`src/hw/rtl/ctfb_pkg.sv`:
```
// shared types, codes and frame constants for the crank torque frame builder
package ctfb_pkg;

	// event word and frame byte word
	typedef struct packed {
		logic [1:0]  op;
		logic [15:0] timestamp;
	} evt_word_t;

	typedef struct packed {
		logic [7:0] frame_byte;
		logic       last_byte;
	} byte_word_t;

	// event codes
	localparam logic [1:0] OP_PULSE    = 2'd0;
	localparam logic [1:0] OP_CADENCE  = 2'd1;
	localparam logic [1:0] OP_MODE     = 2'd2;
	localparam logic [1:0] OP_OVERFLOW = 2'd3;

	// register indexes
	localparam int unsigned CFG_IDX_W = 8;
	localparam logic [CFG_IDX_W-1:0] REG_CHANNEL = 8'd0;
	localparam logic [CFG_IDX_W-1:0] REG_SLOPE   = 8'd1;
	localparam logic [CFG_IDX_W-1:0] REG_LIMIT   = 8'd2;

	localparam logic [7:0]  CHANNEL_RESET = 8'd0;
	localparam logic [15:0] SLOPE_RESET   = 16'd305;
	localparam logic [15:0] LIMIT_RESET   = 16'd2;

	typedef struct packed {
		logic [7:0]  channel;
		logic [15:0] slope;
		logic [15:0] limit;
	} cfg_regs_t;

	// kinds of work handed from front to back
	typedef enum logic [1:0] {
		JOB_TORQUE,
		JOB_OFFSET,
		JOB_SLEEP
	} job_kind_t;

	typedef struct packed {
		job_kind_t   kind;
		logic [7:0]  channel;
		logic [7:0]  rotation;
		logic [15:0] slope;
		logic [15:0] timestamp;
		logic [15:0] ticks;
	} job_t;

	localparam int unsigned QDEPTH = 2;

	// frame bytes
	localparam logic [7:0] SYNC_BYTE    = 8'hA4;
	localparam logic [7:0] DATA_LEN     = 8'h09;
	localparam logic [7:0] DATA_MSG_ID  = 8'h4E;
	localparam logic [7:0] TORQUE_PAGE  = 8'h20;
	localparam logic [7:0] CAL_PAGE     = 8'h01;
	localparam logic [7:0] CAL_ID       = 8'h10;
	localparam logic [7:0] CAL_ONE      = 8'h01;
	localparam logic [7:0] CAL_FILL     = 8'hFF;
	localparam logic [15:0] TICK_WRAP   = 16'hFFFF;
	localparam logic [15:0] IDLE_MAX    = 16'hFFFF;
	localparam logic [7:0] ROT_MAX      = 8'hFF;

	localparam int unsigned IDX_W = 4;
	localparam logic [IDX_W-1:0] DATA_LAST_IDX  = 4'd12;
	localparam logic [IDX_W-1:0] SLEEP_LAST_IDX = 4'd9;

	// reset frame then deep-sleep frame, checksums included
	function automatic logic [7:0] sleep_byte(input logic [IDX_W-1:0] idx);
		logic [7:0] b;
		case (idx)
			4'd0: b = 8'hA4;
			4'd1: b = 8'h01;
			4'd2: b = 8'h4A;
			4'd3: b = 8'h00;
			4'd4: b = 8'hEF;
			4'd5: b = 8'hA4;
			4'd6: b = 8'h01;
			4'd7: b = 8'hC5;
			4'd8: b = 8'h00;
			4'd9: b = 8'h60;
			default: b = 8'h00;
		endcase
		return b;
	endfunction

endpackage

```
`src/hw/rtl/ctfb_front.sv`:
```
// event front end: keeps counters and mode, turns events into frame jobs
module ctfb_front import ctfb_pkg::*; (
	input  logic      clk,
	input  logic      arst_n,
	input  logic      accept,
	input  evt_word_t evt_word,
	input  cfg_regs_t cfg,
	output logic      push,
	output job_t      push_job
);

	logic [15:0] torque_count_q;
	logic [7:0]  rotation_count_q;
	logic        offset_mode_q;
	logic [15:0] idle_ticks_q;
	logic        asleep_q;

	logic [15:0] ticks_inc;
	logic [7:0]  rot_next;
	logic [15:0] idle_next;
	logic        idle_hit;
	logic        live;

	assign live      = accept && !asleep_q;
	assign ticks_inc = (torque_count_q + 16'd1 == TICK_WRAP) ? 16'd0 : torque_count_q + 16'd1;
	assign rot_next  = ((rotation_count_q == ROT_MAX) ? 8'd0 : rotation_count_q) + 8'd1;
	assign idle_next = (idle_ticks_q == IDLE_MAX) ? idle_ticks_q : idle_ticks_q + 16'd1;
	assign idle_hit  = idle_next >= cfg.limit;

	always_comb begin
		push               = 1'b0;
		push_job.kind      = offset_mode_q ? JOB_OFFSET : JOB_TORQUE;
		push_job.channel   = cfg.channel;
		push_job.rotation  = rot_next;
		push_job.slope     = cfg.slope;
		push_job.timestamp = evt_word.timestamp;
		push_job.ticks     = torque_count_q;
		if (live) begin
			case (evt_word.op)
				OP_CADENCE: push = 1'b1;
				OP_OVERFLOW: begin
					push          = idle_hit;
					push_job.kind = JOB_SLEEP;
				end
				default: push = 1'b0;
			endcase
		end
	end

	always_ff @(posedge clk or negedge arst_n) begin
		if (!arst_n) begin
			torque_count_q   <= '0;
			rotation_count_q <= '0;
			offset_mode_q    <= 1'b0;
			idle_ticks_q     <= '0;
			asleep_q         <= 1'b0;
		end else if (live) begin
			case (evt_word.op)
				OP_PULSE: begin
					torque_count_q <= ticks_inc;
					idle_ticks_q   <= '0;
				end
				OP_CADENCE: begin
					rotation_count_q <= rot_next;
					if (offset_mode_q) begin
						torque_count_q <= '0;
					end
				end
				OP_MODE: offset_mode_q <= !offset_mode_q;
				OP_OVERFLOW: begin
					if (idle_hit) begin
						idle_ticks_q <= '0;
						asleep_q     <= 1'b1;
					end else begin
						idle_ticks_q <= idle_next;
					end
				end
				default: ;
			endcase
		end
	end

endmodule

```
`src/hw/rtl/ctfb_queue.sv`:
```
// short job queue between front end and serializer
module ctfb_queue import ctfb_pkg::*; (
	input  logic clk,
	input  logic arst_n,
	input  logic push,
	input  job_t push_job,
	input  logic pop,
	output job_t pop_job,
	output logic full,
	output logic empty
);

	localparam int unsigned PTR_W = (QDEPTH > 1) ? $clog2(QDEPTH) : 1;
	localparam int unsigned CNT_W = $clog2(QDEPTH + 1);

	job_t             slot_q [QDEPTH];
	logic [PTR_W-1:0] wr_ptr_q;
	logic [PTR_W-1:0] rd_ptr_q;
	logic [CNT_W-1:0] count_q;

	assign full    = count_q == CNT_W'(QDEPTH);
	assign empty   = count_q == '0;
	assign pop_job = slot_q[rd_ptr_q];

	function automatic logic [PTR_W-1:0] ptr_inc(input logic [PTR_W-1:0] p);
		return (p == PTR_W'(QDEPTH - 1)) ? '0 : p + PTR_W'(1);
	endfunction

	always_ff @(posedge clk or negedge arst_n) begin
		if (!arst_n) begin
			wr_ptr_q <= '0;
			rd_ptr_q <= '0;
			count_q  <= '0;
		end else begin
			if (push) begin
				wr_ptr_q <= ptr_inc(wr_ptr_q);
			end
			if (pop) begin
				rd_ptr_q <= ptr_inc(rd_ptr_q);
			end
			if (push && !pop) begin
				count_q <= count_q + CNT_W'(1);
			end else if (pop && !push) begin
				count_q <= count_q - CNT_W'(1);
			end
		end
	end

	always_ff @(posedge clk) begin
		if (push) begin
			slot_q[wr_ptr_q] <= push_job;
		end
	end

endmodule

```
`src/hw/rtl/ctfb_back.sv`:
```
// serializer: walks a job out one frame byte per cycle while byte_stall is low, with running checksum
module ctfb_back import ctfb_pkg::*; (
	input  logic       clk,
	input  logic       arst_n,
	input  logic       empty,
	input  job_t       pop_job,
	output logic       pop,
	output logic       byte_valid,
	input  logic       byte_stall,
	output byte_word_t byte_word
);

	job_t             job_q;
	logic             busy_q;
	logic [IDX_W-1:0] idx_q;
	logic [7:0]       sum_q;
	logic             out_valid_q;
	byte_word_t       out_word_q;

	logic             advance;
	logic             emit;
	logic             last;
	logic [7:0]       cur_byte;
	logic             offset;

	assign advance = !out_valid_q || !byte_stall;
	assign emit    = busy_q && advance;
	assign last    = (job_q.kind == JOB_SLEEP) ? (idx_q == SLEEP_LAST_IDX)
	                                           : (idx_q == DATA_LAST_IDX);
	assign pop     = !empty && (!busy_q || (emit && last));
	assign offset  = job_q.kind == JOB_OFFSET;

	always_comb begin
		if (job_q.kind == JOB_SLEEP) begin
			cur_byte = sleep_byte(idx_q);
		end else begin
			case (idx_q)
				4'd0:  cur_byte = SYNC_BYTE;
				4'd1:  cur_byte = DATA_LEN;
				4'd2:  cur_byte = DATA_MSG_ID;
				4'd3:  cur_byte = job_q.channel;
				4'd4:  cur_byte = offset ? CAL_PAGE : TORQUE_PAGE;
				4'd5:  cur_byte = offset ? CAL_ID   : job_q.rotation;
				4'd6:  cur_byte = offset ? CAL_ONE  : job_q.slope[15:8];
				4'd7:  cur_byte = offset ? CAL_FILL : job_q.slope[7:0];
				4'd8:  cur_byte = offset ? CAL_FILL : job_q.timestamp[15:8];
				4'd9:  cur_byte = offset ? CAL_FILL : job_q.timestamp[7:0];
				4'd10: cur_byte = job_q.ticks[15:8];
				4'd11: cur_byte = job_q.ticks[7:0];
				4'd12: cur_byte = sum_q;
				default: cur_byte = 8'h00;
			endcase
		end
	end

	always_ff @(posedge clk or negedge arst_n) begin
		if (!arst_n) begin
			busy_q      <= 1'b0;
			out_valid_q <= 1'b0;
			idx_q       <= '0;
		end else begin
			if (advance) begin
				out_valid_q <= emit;
			end
			if (emit) begin
				idx_q <= idx_q + IDX_W'(1);
				if (last) begin
					busy_q <= 1'b0;
				end
			end
			if (pop) begin
				busy_q <= 1'b1;
				idx_q  <= '0;
			end
		end
	end

	always_ff @(posedge clk) begin
		if (pop) begin
			job_q <= pop_job;
		end
		if (emit) begin
			out_word_q.frame_byte <= cur_byte;
			out_word_q.last_byte  <= last;
			sum_q                 <= ((idx_q == '0) ? 8'h00 : sum_q) ^ cur_byte;
		end
	end

	assign byte_valid = out_valid_q;
	assign byte_word  = out_word_q;

endmodule

```
`src/hw/rtl/crank_torque_frame_builder_core.sv`:
```
// top level of the crank torque frame builder: registers, front, queue, serializer
//
//  channel  | handshake                   | word
//  ---------+-----------------------------+--------------------------------------
//  evt      | evt_valid / evt_stall       | evt_word: op, timestamp
//  byte     | byte_valid / byte_stall     | byte_word: frame_byte, last_byte
//  cfg      | cfg_valid / cfg_ready       | cfg_index, cfg_data (write only)
//
//  events that emit nothing are taken back to back while evt_stall is low
//  a cadence event yields 13 bytes, one per cycle from the output register while byte_stall is low;
//  the serializer loads the next job on the cycle of a job's last byte,
//  so back-to-back frames follow with no gap; the sleep run yields 10 bytes
//  evt_stall rises only while the two-entry job queue is full
//  reset is asynchronous, active low; no clearing pass is needed
module crank_torque_frame_builder_core import ctfb_pkg::*; (
	input  logic                 clk,
	input  logic                 arst_n,
	input  logic                 evt_valid,
	output logic                 evt_stall,
	input  evt_word_t            evt_word,
	output logic                 byte_valid,
	input  logic                 byte_stall,
	output byte_word_t           byte_word,
	input  logic                 cfg_valid,
	output logic                 cfg_ready,
	input  logic [CFG_IDX_W-1:0] cfg_index,
	input  logic [15:0]          cfg_data
);

	cfg_regs_t cfg_q;
	logic      q_full;
	logic      q_empty;
	logic      push;
	logic      pop;
	job_t      push_job;
	job_t      pop_job;
	logic      evt_accept;

	// config writes are always taken
	assign cfg_ready  = 1'b1;
	assign evt_stall  = q_full;
	assign evt_accept = evt_valid && !evt_stall;

	// register file, unknown indexes dropped
	always_ff @(posedge clk or negedge arst_n) begin
		if (!arst_n) begin
			cfg_q.channel <= CHANNEL_RESET;
			cfg_q.slope   <= SLOPE_RESET;
			cfg_q.limit   <= LIMIT_RESET;
		end else if (cfg_valid && cfg_ready) begin
			case (cfg_index)
				REG_CHANNEL: cfg_q.channel <= cfg_data[7:0];
				REG_SLOPE:   cfg_q.slope   <= cfg_data;
				REG_LIMIT:   cfg_q.limit   <= cfg_data;
				default: ;
			endcase
		end
	end

	// front end owns all event state and decides which frames go out
	ctfb_front u_front (
		.clk      (clk),
		.arst_n   (arst_n),
		.accept   (evt_accept),
		.evt_word (evt_word),
		.cfg      (cfg_q),
		.push     (push),
		.push_job (push_job)
	);

	// decouples event intake from byte output
	ctfb_queue u_queue (
		.clk      (clk),
		.arst_n   (arst_n),
		.push     (push),
		.push_job (push_job),
		.pop      (pop),
		.pop_job  (pop_job),
		.full     (q_full),
		.empty    (q_empty)
	);

	// one byte per cycle into the output register while byte_stall is low
	ctfb_back u_back (
		.clk        (clk),
		.arst_n     (arst_n),
		.empty      (q_empty),
		.pop_job    (pop_job),
		.pop        (pop),
		.byte_valid (byte_valid),
		.byte_stall (byte_stall),
		.byte_word  (byte_word)
	);

endmodule

```
`config.mk`:
```
export PLATFORM = sky130hd
export DESIGN_NAME = crank_torque_frame_builder_core
export DESIGN_NICKNAME = d
export VERILOG_FILES = /design/src/hw/rtl/ctfb_pkg.sv /design/src/hw/rtl/ctfb_front.sv /design/src/hw/rtl/ctfb_queue.sv /design/src/hw/rtl/ctfb_back.sv /design/src/hw/rtl/crank_torque_frame_builder_core.sv
export SDC_FILE = /design/constraint.sdc
export NUM_CORES = 1
export LEC_CHECK = 0
export BUFFER_PORTS_ARGS = -buffer_cell sky130_fd_sc_hd__clkbuf_2
export CAP_MARGIN = 15
export CORE_MARGIN = 2
export CORE_UTILIZATION = 40
export CTS_BUF_LIST = sky130_fd_sc_hd__clkbuf_16
export DETAILED_ROUTE_END_ITERATION = 10
export PLACE_DENSITY = 0.56
export SLEW_MARGIN = 5
export SYNTH_ARGS = -nofsm -noshare
export SYNTH_HDL_FRONTEND = slang
export SYNTH_HIERARCHICAL = 1
export SYNTH_SLANG_ARGS = --single-unit
```
`constraint.sdc`:
```
create_clock -name clk -period 7.08 [get_ports clk]
set_input_delay 0.708 -clock clk [delete_from_list [all_inputs] [get_ports clk]]
set_output_delay 0.708 -clock clk [all_outputs]
set_load 0.1 [all_outputs]
```
==> results <==
- The flow ran to the end, and the final reports show no timing, DRC or antenna violations.
- The worst setup timing slack at the placement stage is 2.27 ns.
- The critical path runs through a total of 15 cells.
- The analysis attributes to net switching a power of about 1.7 mW.
- The path class of the tightest hold or removal check is in2async.
- The cell sitting at the root of the clock tree is a sky130_fd_sc_hd__clkbuf_16.
- The horizontal die dimension is 193 um.
- The setup total negative slack is 0 ns.
- The pin count of the biggest net entering global routing is 70.
- 59 I/O pins were placed.
- The TritonCTS buffer count is 35.
- The area share of the leading cell type in the synthesized netlist is 0.451.
- Setup repair after global routing left no endpoint under its margin.
- For this configuration, the core starts out at a cell density of 0.404.
- The nature of the critical path startpoint is a flop.
- The part of the Yosys area used for sequential elements is 0.613.
- The critical path class is reg2reg.
- The family with the most delay on the worst path is simple AND/OR/NAND/NOR gates.
- The synthesis-to-finish area growth is 10.6%.
- The proportion of power drawn by combinational gates is 0.232.
- The number of failing hold endpoints at the final stage is 0.
- The first global-routing pass estimated around 46000 um of wire.
- After detailed routing, the wire length on met1 is 14000 um.
- The max capacitance violation total is 0.
- The commonest register cell after synthesis is sky130_fd_sc_hd__edfxtp_1.
- The die footprint is between 30000 and 40000 um2.
- After synthesis, the share of flip-flops with an asynchronous set or reset is 0.300.
- The number of antenna violations at the first check in global routing was 0.
- The post-synthesis net count is between 1000 and 1500.
- The floorplan has between 60 and 70 rows.
- For this run, design rule violations remaining after detail routing come to 0.
- The power share of the sequential group is 0.447.
- For this run, the post-layout net count is 1150.
- The finished cells cover approximately 16000 um2.
- The most repeated cell in the gate-level netlist after synthesis is sky130_fd_sc_hd__edfxtp_1.
- Hold repair after CTS inserted 0 buffers.
- The synthesized netlist contains 85 unique library cells.
- The number of buffers between clock root and the deepest sink is 3.
- The transition time at the pin with the least slew margin is ~1.1 ns.
- Detailed routing placed a total of approximately 14000 um of wire on met2.
- The cell with the most instances on the worst path is sky130_fd_sc_hd__nand2_1.
- The clock slew seen by the registers of the worst setup and hold paths is around 0.06 ns.
- The port buffer count is 57.
- For this block, the initial DRC count from the detailed router was between 600 and 700.
- The via density per instance is 5.33.
- Data arrives at the worst endpoint at between 4 and 5 ns.
- The capturing element type of the critical path is a flop.
- The overall routing resource usage is 0.162.
- The average routed wire per standard cell is 19.3 um.
- The largest single stage delay on the critical path is between 0.7 and 0.8 ns.
- The clock net in this run drives a total of 307 sinks.
- The cell taking the most area after synthesis is sky130_fd_sc_hd__edfxtp_1.
- The synthesized design contains between 200 and 250 enable-type register cells.
- The final max-slew violation count is 0.
- The synthesized design contains between 300 and 400 register bits.
- After detailed routing, the total wire length is 30100 um.
- Once the clock tree was built, the resizer swapped 0 gates to a different size.
- The clock group share of total power is 0.321.
- The internal power is 3.77 mW.
- The slack of the critical path is 2.34 ns.
- The worst register-to-register path has a depth of 15.
- After layout, the minimum clock period comes to about 4.7 ns.
- The synthesized area per cell is ~14 um2.
- STA puts the critical path data required time at just over 7 ns.
- The upper clock frequency limit is ~210 MHz.
- The count of yosys warnings during synthesis is 6.
- The post-placement cell area is roughly 15000 um2.
- The via count of the first global-routing pass came to roughly 8000.
- The weighted congestion reported at the end of routability-driven placement is around 0.9.
- The remaining global-route overflow is 0.
- Synthesis handed over a netlist of around 1100 instances.
- Together, buffers and inverters on the worst path number 1.
- The core box area is between 30000 and 40000 um2.
- CTS built an H-tree with a depth of 2.
- The topmost layer with routed signal wires is met4.
- The antenna violation net count after detailed routing is 0.
- The met3 routed wirelength is ~1200 um.
- The via count is roughly 8300.
- The first-pass iteration count of the detailed router is 5.
- The final worst clock skew is around 0.016 ns.
- The number of antenna diodes in the final layout is 0.
- The largest individual stage delay along the critical path comes from the cell sky130_fd_sc_hd__and2_2.
- The maximum ir drop on the vdd rail is 0.280 mV.
- The wire-length estimate of the detail-placed layout is between 20000 and 25000 um.
- The clock tree from TritonCTS is built.
- The synthesized netlist occupies a cell area of approximately 14000 um2.
- Of all nets on the critical path, the largest fanout is 34.
- The switching share of power is 0.314.
- The final setup violation count is 0.
- Summed over all cells, the static leakage comes to around 6 nW.
- The die height is between 150 and 200 um.
- After clock tree synthesis, the setup repair step added 0 buffers.
- Of the cells placed in the final design, the portion with a size suffix greater than 1 is 0.235.
- Of the available clock period, the critical path in the final layout requires 0.670.
- For the worst-skew pair, the clock arrives at the later sink with an insertion delay of 0.52 ns.
- The critical path goes through and3_1 > and3_1 > and4_1 > nor3_1 > nand3_1 > xnor2_1 > ha_1 > nand2_1 > nor3_1 > a21oi_1 > o21ai_0 > nand2_1 > nand2_1 > and2_2 > buf_4.
- Ranked by instance count, the synthesized netlist is headed by sky130_fd_sc_hd__edfxtp_1 (215), sky130_fd_sc_hd__dfrtp_1 (87), sky130_fd_sc_hd__mux2_2 (68).
- The headroom to the max-slew limit is 0.255.
- By area the synthesized netlist is led by sky130_fd_sc_hd__edfxtp_1 (45%), sky130_fd_sc_hd__dfrtp_1 (15%), sky130_fd_sc_hd__mux2_2 (5.4%), sky130_fd_sc_hd__mux2_4 (4.2%), sky130_fd_sc_hd__ha_1 (2.6%).
- The power density of the placed cells is approximately 350 nW/um2.
## logic make-up (layout without fill, tap and decap cells)
logic type,Yosys count,in the layout,synth area share
buffers and inverters,119,164,0.0474
muxes,112,112,0.0984
xor gates and xnor gates,34,34,0.0208
other,1,1,0.000262
DFF,307,307,0.613
adders and majority gates,30,30,0.0262
AOI/OAI and AO/OA,189,189,0.0892
and+or+nand+nor,263,263,0.105
## placed cells by master (no fill, tap or decap), drive strengths merged, types with 6 or more instances in the layout
master,synthesis,layout
dfrtp,87,87
mux2,109,109
buf,63,8
a22oi,9,9
nor3,21,21
nand3b,7,7
nor2,33,33
and2,14,14
a22o,10,10
nand3,34,34
nand2b,14,14
clkbuf,20,91
a221o,6,6
xnor2,23,23
o21ai,41,41
a31oi,15,15
nor2b,11,11
and3,11,11
o22ai,6,6
or4,6,6
nand4,15,15
edfxtp,215,215
inv,36,48
a21oi,46,46
ha,30,30
nand2,66,66
o311ai,6,6
clkinv,0,12
xor2,11,11
o21a,8,8
## final timing paths
path	from	end	slack, ns
max	u_front/idle_ticks_q[8]	u_queue/slot_q[1][34]	2.34
min	arst_n	u_front/torque_count_q[8]	0.12
max reg2reg	u_front/idle_ticks_q[8]	u_queue/slot_q[1][34]	2.34
min reg2reg	cfg_q[32]	u_queue/slot_q[0][56]	0.46
max in group asynchronous	arst_n	u_queue/rd_ptr_q	5.60
min in group clk	evt_word[14]	u_queue/slot_q[1][30]	0.38
## final cells by class
cell class                 count  area [um2]
fill                        3170       19600
sequential                   307        8770
tap                          461         577
inverter                      36         135
clock inverter                29         249
multi-input combinational    629        4880
timing repair buffer          64         340
clock buffer                  35         876
## metrics by stage
step           power [mW]  std cells  hold slack [ns]   util
2_1_floorplan        3.44       1055            0.412      -
3_3_place_gp         3.74       1497            0.448  0.415
3_5_place_dp         3.76       1497            0.456  0.415
4_1_cts              5.54       1561            0.118  0.447
5_1_grt              5.74       1561            0.128  0.447
6_report             5.49       1561            0.124  0.447
## power by group through the flow
stage,clock (mW),combinational (mW),sequential [mW]
after CTS,1.81,1.27,2.45
final,1.76,1.28,2.45
after detailed placement,0,1.27,2.49
after floorplan,0,0.962,2.48
after global routing,1.87,1.39,2.48
after global placement,0,1.25,2.49
## flip-flops by register name, summed over array words and instances, names as in the netlist
register	flops
u_queue/count_q	2
u_back/byte_valid	1
u_front/asleep_q	1
u_back/job_q	66
u_front/offset_mode_q	1
u_back/sum_q	8
u_queue/wr_ptr_q	1
u_front/torque_count_q	16
u_queue/rd_ptr_q	1
u_back/busy_q	1
cfg_q	40
u_queue/slot_q	132
u_back/byte_word	9
u_front/idle_ticks_q	16
u_front/rotation_count_q	8
u_back/idx_q	4
## metal layers
layer,track usage,vias up
li1,-,3960
met3,0.0264,53
met2,0.255,199
met5,0,-
met1,0.227,4114
met4,0.0621,0
No activity file was read; power rests on OpenSTA's default activity.
